### config.mk
export PLATFORM = sky130hd
export DESIGN_NAME = multilevel_feedback_scheduler
export DESIGN_NICKNAME = d
export VERILOG_FILES = /design/src/mfs_pkg.sv /design/src/multilevel_feedback_scheduler.sv /design/src/mfs_ram.sv
export SDC_FILE = /design/constraint.sdc
export NUM_CORES = 1
export LEC_CHECK = 0
export BUFFER_PORTS_ARGS = -buffer_cell sky130_fd_sc_hd__buf_2
export CORE_MARGIN = 5
export CORE_UTILIZATION = 65
export CTS_BUF_LIST = sky130_fd_sc_hd__clkbuf_8
export CTS_CLUSTER_DIAMETER = 200
export DETAILED_ROUTE_END_ITERATION = 10
export PLACE_DENSITY = 0.89
export SLEW_MARGIN = 20
export SYNTH_ARGS = -nofsm -noshare
export SYNTH_HDL_FRONTEND = slang
export SYNTH_SLANG_ARGS = --single-unit
export TNS_END_PERCENT = 20
### constraint.sdc
create_clock -name clk -period 11.3 [get_ports clk]
set_input_delay 0.565 -clock clk [delete_from_list [all_inputs] [get_ports clk]]
set_output_delay 0.565 -clock clk [all_outputs]
set_load 0.01 [all_outputs]
### src/mfs_pkg.sv
package mfs_pkg;

    // field widths of the stream words
    localparam int ID_W        = 4;
    localparam int BURST_W     = 16;
    localparam int SLICE_W     = 8;
    localparam int QUANT_W     = 8;
    localparam int CFG_INDEX_W = 8;

    // number of quantum registers, deeper levels share the last one
    localparam int QUANTUM_COUNT = 4;

    localparam logic [SLICE_W-1:0] SLICE_MAX = 8'd255;

    localparam logic [QUANT_W-1:0] QUANTUM_RESET [QUANTUM_COUNT] =
        '{8'd2, 8'd4, 8'd6, 8'd10};

    // input kind carried in tuser
    localparam logic ACTION_ADMIT = 1'b0;
    localparam logic ACTION_TICK  = 1'b1;

    // configuration register indexes
    typedef enum logic [CFG_INDEX_W-1:0] {
        CFG_QUANTUM_ONE   = 8'd0,
        CFG_QUANTUM_TWO   = 8'd1,
        CFG_QUANTUM_THREE = 8'd2,
        CFG_QUANTUM_FOUR  = 8'd3
    } cfg_index_t;

    // result kind carried in tuser
    typedef enum logic [1:0] {
        STAT_RAN      = 2'd0,
        STAT_IDLE     = 2'd1,
        STAT_ADMITTED = 2'd2,
        STAT_REJECTED = 2'd3
    } status_t;

    // sequencer states
    typedef enum logic [1:0] {
        S_IDLE,
        S_FIFO,
        S_UPDATE,
        S_HOLD
    } state_t;

    // result word, ran_task in the lowest bits
    typedef struct packed {
        logic            demoted;
        logic            finished;
        logic [1:0]      ran_level;
        logic [ID_W-1:0] ran_task;
    } result_t;

endpackage

### src/multilevel_feedback_scheduler.sv
// channel   dir  handshake                 payload
// s_        in   s_tvalid / s_tready       tuser: action; tdata: task_id, burst_length
// m_        out  m_tvalid / m_tready       tuser: status; tdata: ran_task, ran_level,
//                                          finished, demoted
// cfg_      in   cfg_valid / cfg_ready     cfg_index, cfg_data (quantum per level)
//
// admit and idle tick: the word is placed in the output register at once
// serving tick: queue store read, task store read, then update and write back
// a result that finds the output register full waits in the sequencer until it drains
// reset clears queue pointers, counts and active flags; both stores are unset until written
// the next word is taken after the previous one has left the sequencer
module multilevel_feedback_scheduler #(
    parameter int TASK_COUNT  = 16,
    parameter int LEVEL_COUNT = 4
) (
    input  logic        clk,
    input  logic        rst_n,

    input  logic        s_tvalid,
    output logic        s_tready,
    input  logic [23:0] s_tdata,    // [3:0] task_id, [19:4] burst_length, [23:20] zero
    input  logic [0:0]  s_tuser,    // [0] action

    output logic        m_tvalid,
    input  logic        m_tready,
    output logic [7:0]  m_tdata,    // [3:0] ran_task, [5:4] ran_level, [6] finished,
                                    // [7] demoted
    output logic [1:0]  m_tuser,    // [1:0] status

    input  logic        cfg_valid,
    output logic        cfg_ready,
    input  logic [7:0]  cfg_index,
    input  logic [7:0]  cfg_data
);

    localparam int TW         = $clog2(TASK_COUNT);
    localparam int CW         = $clog2(TASK_COUNT + 1);
    localparam int LW         = $clog2(LEVEL_COUNT);
    localparam int FIFO_DEPTH = LEVEL_COUNT * (2 ** TW);
    localparam int FIFO_AW    = LW + TW;
    localparam int TASK_DW    = mfs_pkg::BURST_W + mfs_pkg::SLICE_W;

    // control state
    mfs_pkg::state_t                 state_reg, state_next;
    logic [mfs_pkg::QUANT_W-1:0]     quanta_reg [mfs_pkg::QUANTUM_COUNT];
    logic [mfs_pkg::QUANT_W-1:0]     quanta_next [mfs_pkg::QUANTUM_COUNT];
    logic [TASK_COUNT-1:0]           active_reg, active_next;
    logic [TW-1:0]                   head_reg [LEVEL_COUNT];
    logic [TW-1:0]                   head_next [LEVEL_COUNT];
    logic [TW-1:0]                   tail_reg [LEVEL_COUNT];
    logic [TW-1:0]                   tail_next [LEVEL_COUNT];
    logic [CW-1:0]                   count_reg [LEVEL_COUNT];
    logic [CW-1:0]                   count_next [LEVEL_COUNT];
    logic [LW-1:0]                   cur_reg, cur_next;
    logic                            m_tvalid_reg, m_tvalid_next;

    // payload registers
    logic [LW-1:0]                   lvl_reg, lvl_next;
    logic [mfs_pkg::ID_W-1:0]        tid_reg, tid_next;
    mfs_pkg::result_t                res_data_reg, res_data_next;
    mfs_pkg::status_t                res_status_reg, res_status_next;
    mfs_pkg::result_t                m_tdata_reg, m_tdata_next;
    mfs_pkg::status_t                m_tuser_reg, m_tuser_next;

    // memory ports
    logic                            task_we, task_re;
    logic [TW-1:0]                   task_waddr, task_raddr;
    logic [TASK_DW-1:0]              task_wdata, task_rdata;
    logic                            fifo_we, fifo_re;
    logic [FIFO_AW-1:0]              fifo_waddr, fifo_raddr;
    logic [mfs_pkg::ID_W-1:0]        fifo_wdata, fifo_rdata;

    // input fields
    logic                            in_action;
    logic [mfs_pkg::ID_W-1:0]        in_id;
    logic [mfs_pkg::BURST_W-1:0]     in_burst;
    logic [TW-1:0]                   in_task_addr;
    logic                            admit_ok;

    // level scan
    logic                            scan_found;
    logic [LW-1:0]                   scan_lvl;
    logic [LW:0]                     scan_sum;

    // task update
    logic [mfs_pkg::BURST_W-1:0]     rem, rem_dec;
    logic [mfs_pkg::SLICE_W-1:0]     slc, slc_inc;
    logic [1:0]                      q_idx;
    logic [mfs_pkg::QUANT_W-1:0]     quantum;
    logic                            upd_finished, upd_demote;
    logic [LW-1:0]                   nxt_lvl;
    logic [TW-1:0]                   tid_addr;

    logic                            in_fire, out_free, deliver;
    mfs_pkg::result_t                deliver_data;
    mfs_pkg::status_t                deliver_status;

    function automatic logic [TW-1:0] ptr_inc(input logic [TW-1:0] p);
        return (p == TW'(TASK_COUNT - 1)) ? '0 : p + 1'b1;
    endfunction

    // per-task store: remaining ticks over slice used
    mfs_ram #(
        .WIDTH (TASK_DW),
        .DEPTH (TASK_COUNT)
    ) u_task_ram (
        .clk   (clk),
        .we    (task_we),
        .waddr (task_waddr),
        .wdata (task_wdata),
        .re    (task_re),
        .raddr (task_raddr),
        .rdata (task_rdata)
    );

    // queue store, one ring of TASK_COUNT slots per level
    mfs_ram #(
        .WIDTH (mfs_pkg::ID_W),
        .DEPTH (FIFO_DEPTH)
    ) u_fifo_ram (
        .clk   (clk),
        .we    (fifo_we),
        .waddr (fifo_waddr),
        .wdata (fifo_wdata),
        .re    (fifo_re),
        .raddr (fifo_raddr),
        .rdata (fifo_rdata)
    );

    // handshakes
    assign in_action    = s_tuser[0];
    assign in_id        = s_tdata[3:0];
    assign in_burst     = s_tdata[19:4];
    assign in_task_addr = TW'(in_id);
    assign s_tready     = (state_reg == mfs_pkg::S_IDLE);
    assign in_fire      = s_tvalid && s_tready;
    assign out_free     = !m_tvalid_reg || m_tready;
    assign cfg_ready    = 1'b1;
    assign m_tvalid     = m_tvalid_reg;
    assign m_tdata      = m_tdata_reg;
    assign m_tuser      = m_tuser_reg;

    // admit check
    assign admit_ok = (32'(in_id) < 32'(TASK_COUNT)) && (in_burst != '0)
                      && !active_reg[in_task_addr];

    // cyclic search for a non-empty level starting at the current one
    always_comb
    begin
        scan_found = (count_reg[cur_reg] != '0);
        scan_lvl   = cur_reg;
        scan_sum   = '0;
        for (int i = 1; i <= LEVEL_COUNT; i++)
        begin
            scan_sum = {1'b0, cur_reg} + (LW+1)'(i);
            if (scan_sum >= (LW+1)'(LEVEL_COUNT))
            begin
                scan_sum = scan_sum - (LW+1)'(LEVEL_COUNT);
            end
            if (!scan_found && (count_reg[scan_sum[LW-1:0]] != '0))
            begin
                scan_found = 1'b1;
                scan_lvl   = scan_sum[LW-1:0];
            end
        end
    end

    // served task: one tick of service, slice check against the level quantum
    assign rem          = task_rdata[TASK_DW-1:mfs_pkg::SLICE_W];
    assign slc          = task_rdata[mfs_pkg::SLICE_W-1:0];
    assign rem_dec      = (rem != '0) ? rem - 1'b1 : rem;
    assign slc_inc      = (slc != mfs_pkg::SLICE_MAX) ? slc + 1'b1 : slc;
    assign q_idx        = (32'(lvl_reg) < mfs_pkg::QUANTUM_COUNT) ? 2'(lvl_reg)
                          : 2'(mfs_pkg::QUANTUM_COUNT - 1);
    assign quantum      = quanta_reg[q_idx];
    assign upd_finished = (rem_dec == '0);
    assign upd_demote   = !upd_finished && (slc_inc >= quantum);
    assign nxt_lvl      = (lvl_reg == LW'(LEVEL_COUNT - 1)) ? '0 : lvl_reg + 1'b1;
    assign tid_addr     = TW'(tid_reg);

    // sequencer, queue bookkeeping and output loading
    always_comb
    begin
        state_next      = state_reg;
        quanta_next     = quanta_reg;
        active_next     = active_reg;
        head_next       = head_reg;
        tail_next       = tail_reg;
        count_next      = count_reg;
        cur_next        = cur_reg;
        lvl_next        = lvl_reg;
        tid_next        = tid_reg;
        res_data_next   = res_data_reg;
        res_status_next = res_status_reg;
        m_tvalid_next   = m_tvalid_reg && !m_tready;
        m_tdata_next    = m_tdata_reg;
        m_tuser_next    = m_tuser_reg;

        task_we    = 1'b0;
        task_waddr = tid_addr;
        task_wdata = '0;
        task_re    = 1'b0;
        task_raddr = TW'(fifo_rdata);
        fifo_we    = 1'b0;
        fifo_waddr = '0;
        fifo_wdata = tid_reg;
        fifo_re    = 1'b0;
        fifo_raddr = {scan_lvl, head_reg[scan_lvl]};

        deliver        = 1'b0;
        deliver_data   = '0;
        deliver_status = mfs_pkg::STAT_IDLE;

        // quantum register writes
        if (cfg_valid)
        begin
            case (cfg_index)
                mfs_pkg::CFG_QUANTUM_ONE:   quanta_next[0] = cfg_data;
                mfs_pkg::CFG_QUANTUM_TWO:   quanta_next[1] = cfg_data;
                mfs_pkg::CFG_QUANTUM_THREE: quanta_next[2] = cfg_data;
                mfs_pkg::CFG_QUANTUM_FOUR:  quanta_next[3] = cfg_data;
                default: ;
            endcase
        end

        case (state_reg)
            mfs_pkg::S_IDLE:
            begin
                if (in_fire)
                begin
                    if (in_action == mfs_pkg::ACTION_ADMIT)
                    begin
                        deliver               = 1'b1;
                        deliver_data.ran_task = in_id;
                        deliver_status        = admit_ok ? mfs_pkg::STAT_ADMITTED
                                                         : mfs_pkg::STAT_REJECTED;
                        if (admit_ok)
                        begin
                            active_next[in_task_addr] = 1'b1;
                            task_we    = 1'b1;
                            task_waddr = in_task_addr;
                            task_wdata = {in_burst, {mfs_pkg::SLICE_W{1'b0}}};
                            // push at the tail of level one
                            if (count_reg[0] < CW'(TASK_COUNT))
                            begin
                                fifo_we       = 1'b1;
                                fifo_waddr    = {LW'(0), tail_reg[0]};
                                fifo_wdata    = in_id;
                                tail_next[0]  = ptr_inc(tail_reg[0]);
                                count_next[0] = count_reg[0] + 1'b1;
                            end
                            cur_next = '0;
                        end
                    end
                    else if (!scan_found)
                    begin
                        deliver        = 1'b1;
                        deliver_status = mfs_pkg::STAT_IDLE;
                    end
                    else
                    begin
                        // fetch the head task id of the serving level
                        cur_next   = scan_lvl;
                        lvl_next   = scan_lvl;
                        fifo_re    = 1'b1;
                        state_next = mfs_pkg::S_FIFO;
                    end
                end
            end

            mfs_pkg::S_FIFO:
            begin
                task_re    = 1'b1;
                tid_next   = fifo_rdata;
                state_next = mfs_pkg::S_UPDATE;
            end

            mfs_pkg::S_UPDATE:
            begin
                // write back only once the result has a place to go
                if (out_free)
                begin
                    task_we    = 1'b1;
                    task_waddr = tid_addr;
                    task_wdata = {rem_dec, upd_demote ? {mfs_pkg::SLICE_W{1'b0}} : slc_inc};

                    deliver                = 1'b1;
                    deliver_status         = mfs_pkg::STAT_RAN;
                    deliver_data.ran_task  = tid_reg;
                    deliver_data.ran_level = 2'(lvl_reg);
                    deliver_data.finished  = upd_finished;
                    deliver_data.demoted   = upd_demote;

                    if (upd_finished || upd_demote)
                    begin
                        if (upd_finished)
                        begin
                            active_next[tid_addr] = 1'b0;
                        end
                        if (count_reg[lvl_reg] != '0)
                        begin
                            head_next[lvl_reg]  = ptr_inc(head_reg[lvl_reg]);
                            count_next[lvl_reg] = count_reg[lvl_reg] - 1'b1;
                        end
                        // level drained, service moves on
                        if (count_reg[lvl_reg] <= CW'(1))
                        begin
                            cur_next = nxt_lvl;
                        end
                    end

                    if (upd_demote)
                    begin
                        if (count_reg[nxt_lvl] < CW'(TASK_COUNT))
                        begin
                            fifo_we             = 1'b1;
                            fifo_waddr          = {nxt_lvl, tail_reg[nxt_lvl]};
                            fifo_wdata          = tid_reg;
                            tail_next[nxt_lvl]  = ptr_inc(tail_reg[nxt_lvl]);
                            count_next[nxt_lvl] = count_reg[nxt_lvl] + 1'b1;
                        end
                        // wrap from the last level back to level one
                        if (nxt_lvl == '0)
                        begin
                            cur_next = '0;
                        end
                    end
                    state_next = mfs_pkg::S_IDLE;
                end
            end

            mfs_pkg::S_HOLD:
            begin
                if (out_free)
                begin
                    m_tvalid_next = 1'b1;
                    m_tdata_next  = res_data_reg;
                    m_tuser_next  = res_status_reg;
                    state_next    = mfs_pkg::S_IDLE;
                end
            end

            default:
            begin
                state_next = mfs_pkg::S_IDLE;
            end
        endcase

        // result goes straight to the output register or waits in the hold
        if (deliver)
        begin
            if (out_free)
            begin
                m_tvalid_next = 1'b1;
                m_tdata_next  = deliver_data;
                m_tuser_next  = deliver_status;
            end
            else
            begin
                res_data_next   = deliver_data;
                res_status_next = deliver_status;
                state_next      = mfs_pkg::S_HOLD;
            end
        end
    end

    // control registers
    always_ff @(posedge clk or negedge rst_n)
    begin
        if (!rst_n)
        begin
            state_reg    <= mfs_pkg::S_IDLE;
            quanta_reg   <= mfs_pkg::QUANTUM_RESET;
            active_reg   <= '0;
            head_reg     <= '{default: '0};
            tail_reg     <= '{default: '0};
            count_reg    <= '{default: '0};
            cur_reg      <= '0;
            m_tvalid_reg <= 1'b0;
        end
        else
        begin
            state_reg    <= state_next;
            quanta_reg   <= quanta_next;
            active_reg   <= active_next;
            head_reg     <= head_next;
            tail_reg     <= tail_next;
            count_reg    <= count_next;
            cur_reg      <= cur_next;
            m_tvalid_reg <= m_tvalid_next;
        end
    end

    // payload registers
    always_ff @(posedge clk)
    begin
        lvl_reg        <= lvl_next;
        tid_reg        <= tid_next;
        res_data_reg   <= res_data_next;
        res_status_reg <= res_status_next;
        m_tdata_reg    <= m_tdata_next;
        m_tuser_reg    <= m_tuser_next;
    end

endmodule

### src/mfs_ram.sv
module mfs_ram #(
    parameter int WIDTH = 8,
    parameter int DEPTH = 16
) (
    input  logic                     clk,
    input  logic                     we,
    input  logic [$clog2(DEPTH)-1:0] waddr,
    input  logic [WIDTH-1:0]         wdata,
    input  logic                     re,
    input  logic [$clog2(DEPTH)-1:0] raddr,
    output logic [WIDTH-1:0]         rdata
);

    logic [WIDTH-1:0] mem_reg [DEPTH];
    logic [WIDTH-1:0] rdata_reg;

    // single write port
    always_ff @(posedge clk)
    begin
        if (we)
        begin
            mem_reg[waddr] <= wdata;
        end
    end

    // registered read, data holds while re is low
    always_ff @(posedge clk)
    begin
        if (re)
        begin
            rdata_reg <= mem_reg[raddr];
        end
    end

    assign rdata = rdata_reg;

endmodule

== Word-level counts from Yosys, hierarchy flattened ==
Memory sizes are Yosys's and may differ from the RTL's. A register that Yosys moved wholly into a read port is not among the register bits.
Cells that the tools add are included.
Word-level totals
  flip-flop bits (word level): 131
  memories kept: 2
  logic and storage cells: 340
  output and inout bits: 13
  memory bits (writable): 640
  input bits: 46
Cells by class
  bitwise gates (word level): 12
  reductions and logical operators: 49
  $lt $le $gt $ge: 22
  mux-type cells: 184
  add/sub/neg operators: 17
  eq/ne operators: 22
Memories
  u_task_ram.mem_reg: depth 16, bits a word 24, read ports 1, clocked after memory_dff 1, wr ports 1, line mfs_ram.sv:14  | logic [WIDTH-1:0] mem_reg [DEPTH];
  u_fifo_ram.mem_reg: depth 64, bits a word 4, read ports 1, clocked after memory_dff 1, wr ports 1, line mfs_ram.sv:14
Operators by type and width (count)
  two-way mux 16 bit: 10
  two-way mux 20 bit: 7
  two-way mux 4 bit: 31
  two-way mux 5 bit: 20
  two-way mux 24 bit: 4
  two-way mux 8 bit: 9
  binary-select mux 5 bit (select 2 bit): 7
  two-way mux 2 bit: 30
  one-hot mux 24 bit (2 select lines): 1
  bitwise mux 20 bit: 2
  >= comparator 3 bit, second input constant: 12
  two-way mux 1 bit: 36
  bitwise mux 16 bit: 2
  one-hot mux 16 bit (2 select lines): 1
  nonzero test 16 bit: 2
  nonzero test 5 bit: 6
  binary-select mux 4 bit (select 2 bit): 3
  NOT 2 -> 3 bit: 8
  demux 5 bit (select 2 bit): 2
  two-way mux 6 bit: 3
  bitwise AND 16 bit: 1
  binary-select mux 8 bit (select 2 bit): 1
  demux 4 bit (select 2 bit): 2
  equality test 8 x 2 -> 1 bit, second input constant: 2
  other kinds (50): 104

== Depth between registers and ports, before layout ==
  depth after elaboration: 25
  depth in mapped cells: 18
  gate-level depth less buffers: 17

== Cells and area by module ==
A second synthesis with hierarchy kept.
Unflattened totals
  cell total of the unflattened synthesis: 2003
  area total of the unflattened synthesis: 34151.5 µm²
Modules (own cells, without submodules)
  mfs_ram (u_task_ram): times used 1, cells an instance 636, area each 15170.8 µm²
  mfs_ram (u_fifo_ram): times used 1, cells an instance 529, area each 10396.2 µm²
  multilevel_feedback_scheduler: times used 1, cells an instance 838, area each 8584.5 µm²

== Worst setup path after synthesis ==
Ideal clock, no wire load.
  path kind: input -> register
  start point: in s_tdata[0]
  end point: mem u_fifo_ram.mem_reg[0][0] (netlist bit) (data pin)
  setup slack: 5762 ps
  setup time: 702 ps
  arrival: 4836 ps
  stages on the path: 7
  path through: buf_2 > mux4_2 > mux4_2 > o21bai_1 > nor3_1 > nand2b_1 > o21ai_0
On the way
  longest elaborated chain between the ends: 8
  elaborated cells on any way between the ends: 9
  classes of those cells: mux: 7; reduce/logical: 2
RTL lines
  start: declaration: line multilevel_feedback_scheduler.sv:21  | input logic [23:0] s_tdata,
  binary-select mux 1 bit (select 4 bit): line multilevel_feedback_scheduler.sv:145  | && !active_reg[in_task_addr];
  two-way mux 1 bit (implied by the code): line multilevel_feedback_scheduler.sv:145
  logical NOT 1 bit: line multilevel_feedback_scheduler.sv:145
  logical AND 1 bit: line multilevel_feedback_scheduler.sv:145
  two-way mux 4 bit *: line multilevel_feedback_scheduler.sv:237  | if (admit_ok)
  two-way mux 4 bit *: line multilevel_feedback_scheduler.sv:231  | if (in_action == mfs_pkg::ACTION_ADMIT)
  two-way mux 4 bit *: line multilevel_feedback_scheduler.sv:229  | if (in_fire)
  two-way mux 4 bit *
  net fifo_wdata (one bit): line multilevel_feedback_scheduler.sv:71  | logic [mfs_pkg::ID_W-1:0] fifo_wdata, fifo_rdata;
  end: declaration: line mfs_ram.sv:14
Mark *: on every way through the listed nets, which the timed path passes. The rest lies on a longest branch. The select of a mux whose other input is x is not followed.

== Worst setup path after layout ==
  start point: reg u_task_ram.rdata_reg[8], in the netlist u_task_ram.rdata[8], read port of u_task_ram.mem_reg
  end point: mem u_fifo_ram.mem_reg[50][1] (netlist bit) (enable)
On the way
  longest elaborated chain between the ends: 10
  elaborated cells on any way between the ends: 14
  classes of those cells: add/sub: 1; mux: 9; reduce/logical: 4
RTL lines
  start: declaration: line mfs_ram.sv:15  | logic [WIDTH-1:0] rdata_reg;
  subtractor 16 x 1 -> 16 bit / nonzero test 16 bit (equally long branches): line multilevel_feedback_scheduler.sv:171  | assign rem_dec = (rem != '0) ? rem - 1'b1 : rem;
  two-way mux 16 bit *: line multilevel_feedback_scheduler.sv:171
  logical NOT 16 bit *: line multilevel_feedback_scheduler.sv:176  | assign upd_finished = (rem_dec == '0);
  logical NOT 1 bit *: line multilevel_feedback_scheduler.sv:177  | assign upd_demote = !upd_finished && (slc_inc >= quantum);
  logical AND 1 bit *: line multilevel_feedback_scheduler.sv:177
  two-way mux 1 bit: line multilevel_feedback_scheduler.sv:312  | if (upd_demote)
  two-way mux 1 bit: line multilevel_feedback_scheduler.sv:281  | if (out_free)
  one-hot mux 1 bit (2 select lines): line multilevel_feedback_scheduler.sv:226  | case (state_reg)
  two-way mux 1 bit: line mfs_ram.sv:20  | if (we)
  two-way mux 1 bit (implied by the code): line mfs_ram.sv:22  | mem_reg[waddr] <= wdata;
Every way passes the cells marked *; elsewhere a longest branch is shown, timed or not.

==> metrics.md <==
| Metric | Value |
|---|---|
| Run status | `complete, no violations` |
| Share of cells above drive strength 1 | `0.203` |
| Routed len/inst | `26.9 µm` |
| CTS max path bufs | `3` |
| Number of synthesized flops with an enable pin | `about 700` |
| CTS Buf Count | `116` |
| Worst skew pair latency | `between 0.7 and 0.8 ns` |
| PostCTS Resize Cnt | `0` |
| CP endpoint | `u_fifo_ram.mem_reg[50][1]` |
| Unrepaired setup endpoints after global routing | `no` |
| Crit path kind | `reg2reg` |
| Placed cells | `2,860` |
| Fin Setup TNS | `0 ns` |
| R2r setup slk | `5.47 ns` |
| Syn_nets | `about 2,300` |
| Worst setup SP type | `register` |
| Number of flip-flops in the largest register | `384` |
| Largest net degree at the start of global routing | `roughly 100` |
| Vias | `about 21,000` |
| Fin area | `0.0374 mm²` |
| Max-cap viol count | `0` |
| First-pass GRT wire length | `128,000 µm` |
| Async S/R FF share, synth | `0.131` |
| Tot GR Track Use | `0.292` |
| Final wirelength | `slightly above 80,000 µm` |
| Initial Util | `0.660` |
| Minimum clock period | `just under 6 ns` |
| RR Endpoint | `u_fifo_ram.mem_reg[50][1]` |
| DP Area | `approximately 0.035 mm²` |
| Final ANT Viol Nets | `0` |
| Grt ovf | `0` |
| Static leakage | `about 13 nW` |
| CP max stage cell | `nor3_1` |
| Post-Syn Instances | `about 2,200` |
| Largest area contributor in the netlist | `edfxtp_1` |
| Seq/Total Area, Yosys | `0.688` |
| Post-route DRC | `0` |
| IO buf count | `53` |
| CP cell instances | `inv_1 > ha_1 > or3b_2 > nor3_1 > nand2_1 > mux2i_1 > nor3_1 > nand4_4 > nand2_2 > nor2_4 > nand4b_1 > nor3_1` |
| Period utilization | `0.516` |
| VDD IR max | `around 240 µV` |
| Required @ worst endpoint | `between 10 and 15 ns` |
| Final Hold Viols | `0` |
| Synth area leaders | `edfxtp_1 60%, mux4_2 9.9%, dfrtp_1 7.3%, nand2_1 3.7%, nand3_1 1.5%` |
| Ports | `between 50 and 60` |
| Clock Skew | `between 0.04 and 0.05 ns` |
| Hold crit path type | `in2reg` |
| Die area | `around 0.057 mm²` |
| 1st-iter DRT viols | `about 3,100` |
| Layout overhead on the synthesized area | `9.99%` |
| R2R cell count | `12` |
| Vias in the first global route | `21,900` |
| Family with the most delay on the worst path | `simple AND/OR/NAND/NOR gates` |
| Most used cell, CP | `nor3_1` |
| H-tree lvl count | `3` |
| DR vias/cell | `just under 7` |
| Std-Cell Rows | `83` |
| Cell count along the critical path | `12` |
| Avg Inst Size Synth | `15.4 µm²` |
| Post-DP HPWL | `between 40,000 and 50,000 µm` |
| Slew Limit Fails | `0` |
| Synthesized area | `roughly 0.034 mm²` |
| FF+latch count, synth | `799` |
| Ys Warns | `0` |
| Synth top area share | `0.604` |
| Initial antenna violation count | `4` |
| Reg-to-Reg Start | `u_task_ram.rdata[8]` |
| RD Place Congestion | `around 0.92` |
| CP endpoint kind | `register` |
| TritonCTS clock tree | `done` |
| Chip Width | `roughly 240 µm` |
| Clock Tree Root | `clkbuf_8` |
| Core ar. | `between 0.05 and 0.06 mm²` |
| Crit path launch | `u_task_ram.rdata[8]` |
| Die Y | `about 240 µm` |
| Sink Count | `between 700 and 800` |
| CP max stage delay | `between 0.9 and 1 ns` |
| Fmax | `between 150 and 200 MHz` |
| Nets | `approximately 2,400` |
| Slew margin rel. | `0.225` |
| 1st-pass router iterations | `8` |
| Core Util, Final | `0.726` |
| Clock-pin slew on the worst setup and hold paths | `about 0.070 ns` |
| WP buf/inv | `1` |
| Worst Tran Pin Value | `around 1.2 ns` |
| WHS | `between 0.1 and 0.15 ns` |
| Synth cell count leaders | `684 x edfxtp_1, 334 x nand2_1, 149 x mux4_2` |
| Setup-failing EPs final | `0` |
| Final Non-Filler Cells | `about 3,100` |
| WP data arrival | `~6.2 ns` |
| Pwr/cell area | `between 200 and 300 mW/mm²` |
| Predominant post-synthesis flop cell | `edfxtp_1` |
| Cell variety after synth | `89` |
| Top-count cell post-synth | `edfxtp_1` |
| CP Max Fanout | `19` |
-- how the worst min path moves through the flow --
stage | end | cells past startpoint | startpoint
2_1_floorplan | active_reg[0] | 0 | rst_n
3_3_place_gp | tail_reg[1] | 2 | tail_reg[1]
3_5_place_dp | m_tuser[0] | 2 | m_tuser[0]
4_1_cts | quanta_reg[23] | 2 | cfg_data[7]
5_1_grt | quanta_reg[1] | 2 | cfg_data[1]
6_report | quanta_reg[1] | 2 | cfg_data[1]
-- metal layers --
layer / track usage / wire length [µm] / part of all wire
met5: 0 / 22 / 0.00027
met1: 0.382 / 28900 / 0.35
met4: 0.114 / 3400 / 0.041
met3: 0.0622 / 8590 / 0.10
met2: 0.490 / 41800 / 0.51
-- placed cells by master (no fill, tap or decap), drive strengths merged, types with 10 or more instances in the layout --
master	count
edfxtp	684
nand2	338
mux4	149
clkbuf	123
nand3	105
dfrtp	99
buf	90
nor2	89
o21ai	76
inv	70
nor3	54
clkinv	49
mux2i	47
mux2	46
nand4	38
a32oi	34
a21oi	27
ha	26
nor4	21
a31oi	16
and3	14
xnor2	13
nor2b	12
a22o	11
nand2b	11
o21a	10
nand3b	10
dfxtp	10
-- metrics by stage --
stage	setup WS, ns	total power [W]
global route	5.26	0.00991
detailed placement	5.78	0.00723
finish	5.47	0.00950
global placement	5.90	0.00704
CTS	5.66	0.00944
floorplan	5.76	0.00626
-- report_power, final --
group	switching, W	internal (W)
combinational	0.00214	0.00122
sequential	0.000220	0.00371
clock	0.00109	0.00111
total	0.00345	0.00605
-- layout make-up --
type / instances / area [µm²]
antenna: 2 / 5.00
clock buffer: 122 / 1680
clock inverter: 90 / 527
fill: 2917 / 14100
inverter: 34 / 130
multi-input combinational: 1259 / 10200
sequential: 799 / 23400
tap: 680 / 851
timing repair buffer: 92 / 583
-- cells by family (layout without fill, tap and decap cells) --
group	after synthesis	in the layout	share of synthesized area
and+or+nand+nor	724	724	0.101
xor gates and xnor gates	20	20	0.00515
muxes	242	242	0.128
AOI/OAI and AO/OA	246	246	0.0507
DFF	799	799	0.688
buffers and inverters	146	338	0.0180
adders and majority gates	26	26	0.00957
other	1	3	0.000110
-- timing repair --
item / 4_1_cts / 5_1_grt
setup endpoints to repair: 0 / 0
hold buffers: 1 / 0
endpoints found under the hold margin: 26 / 0
setup buffers: 0 / 0
Note: power is estimated with default switching activity, not from simulation.
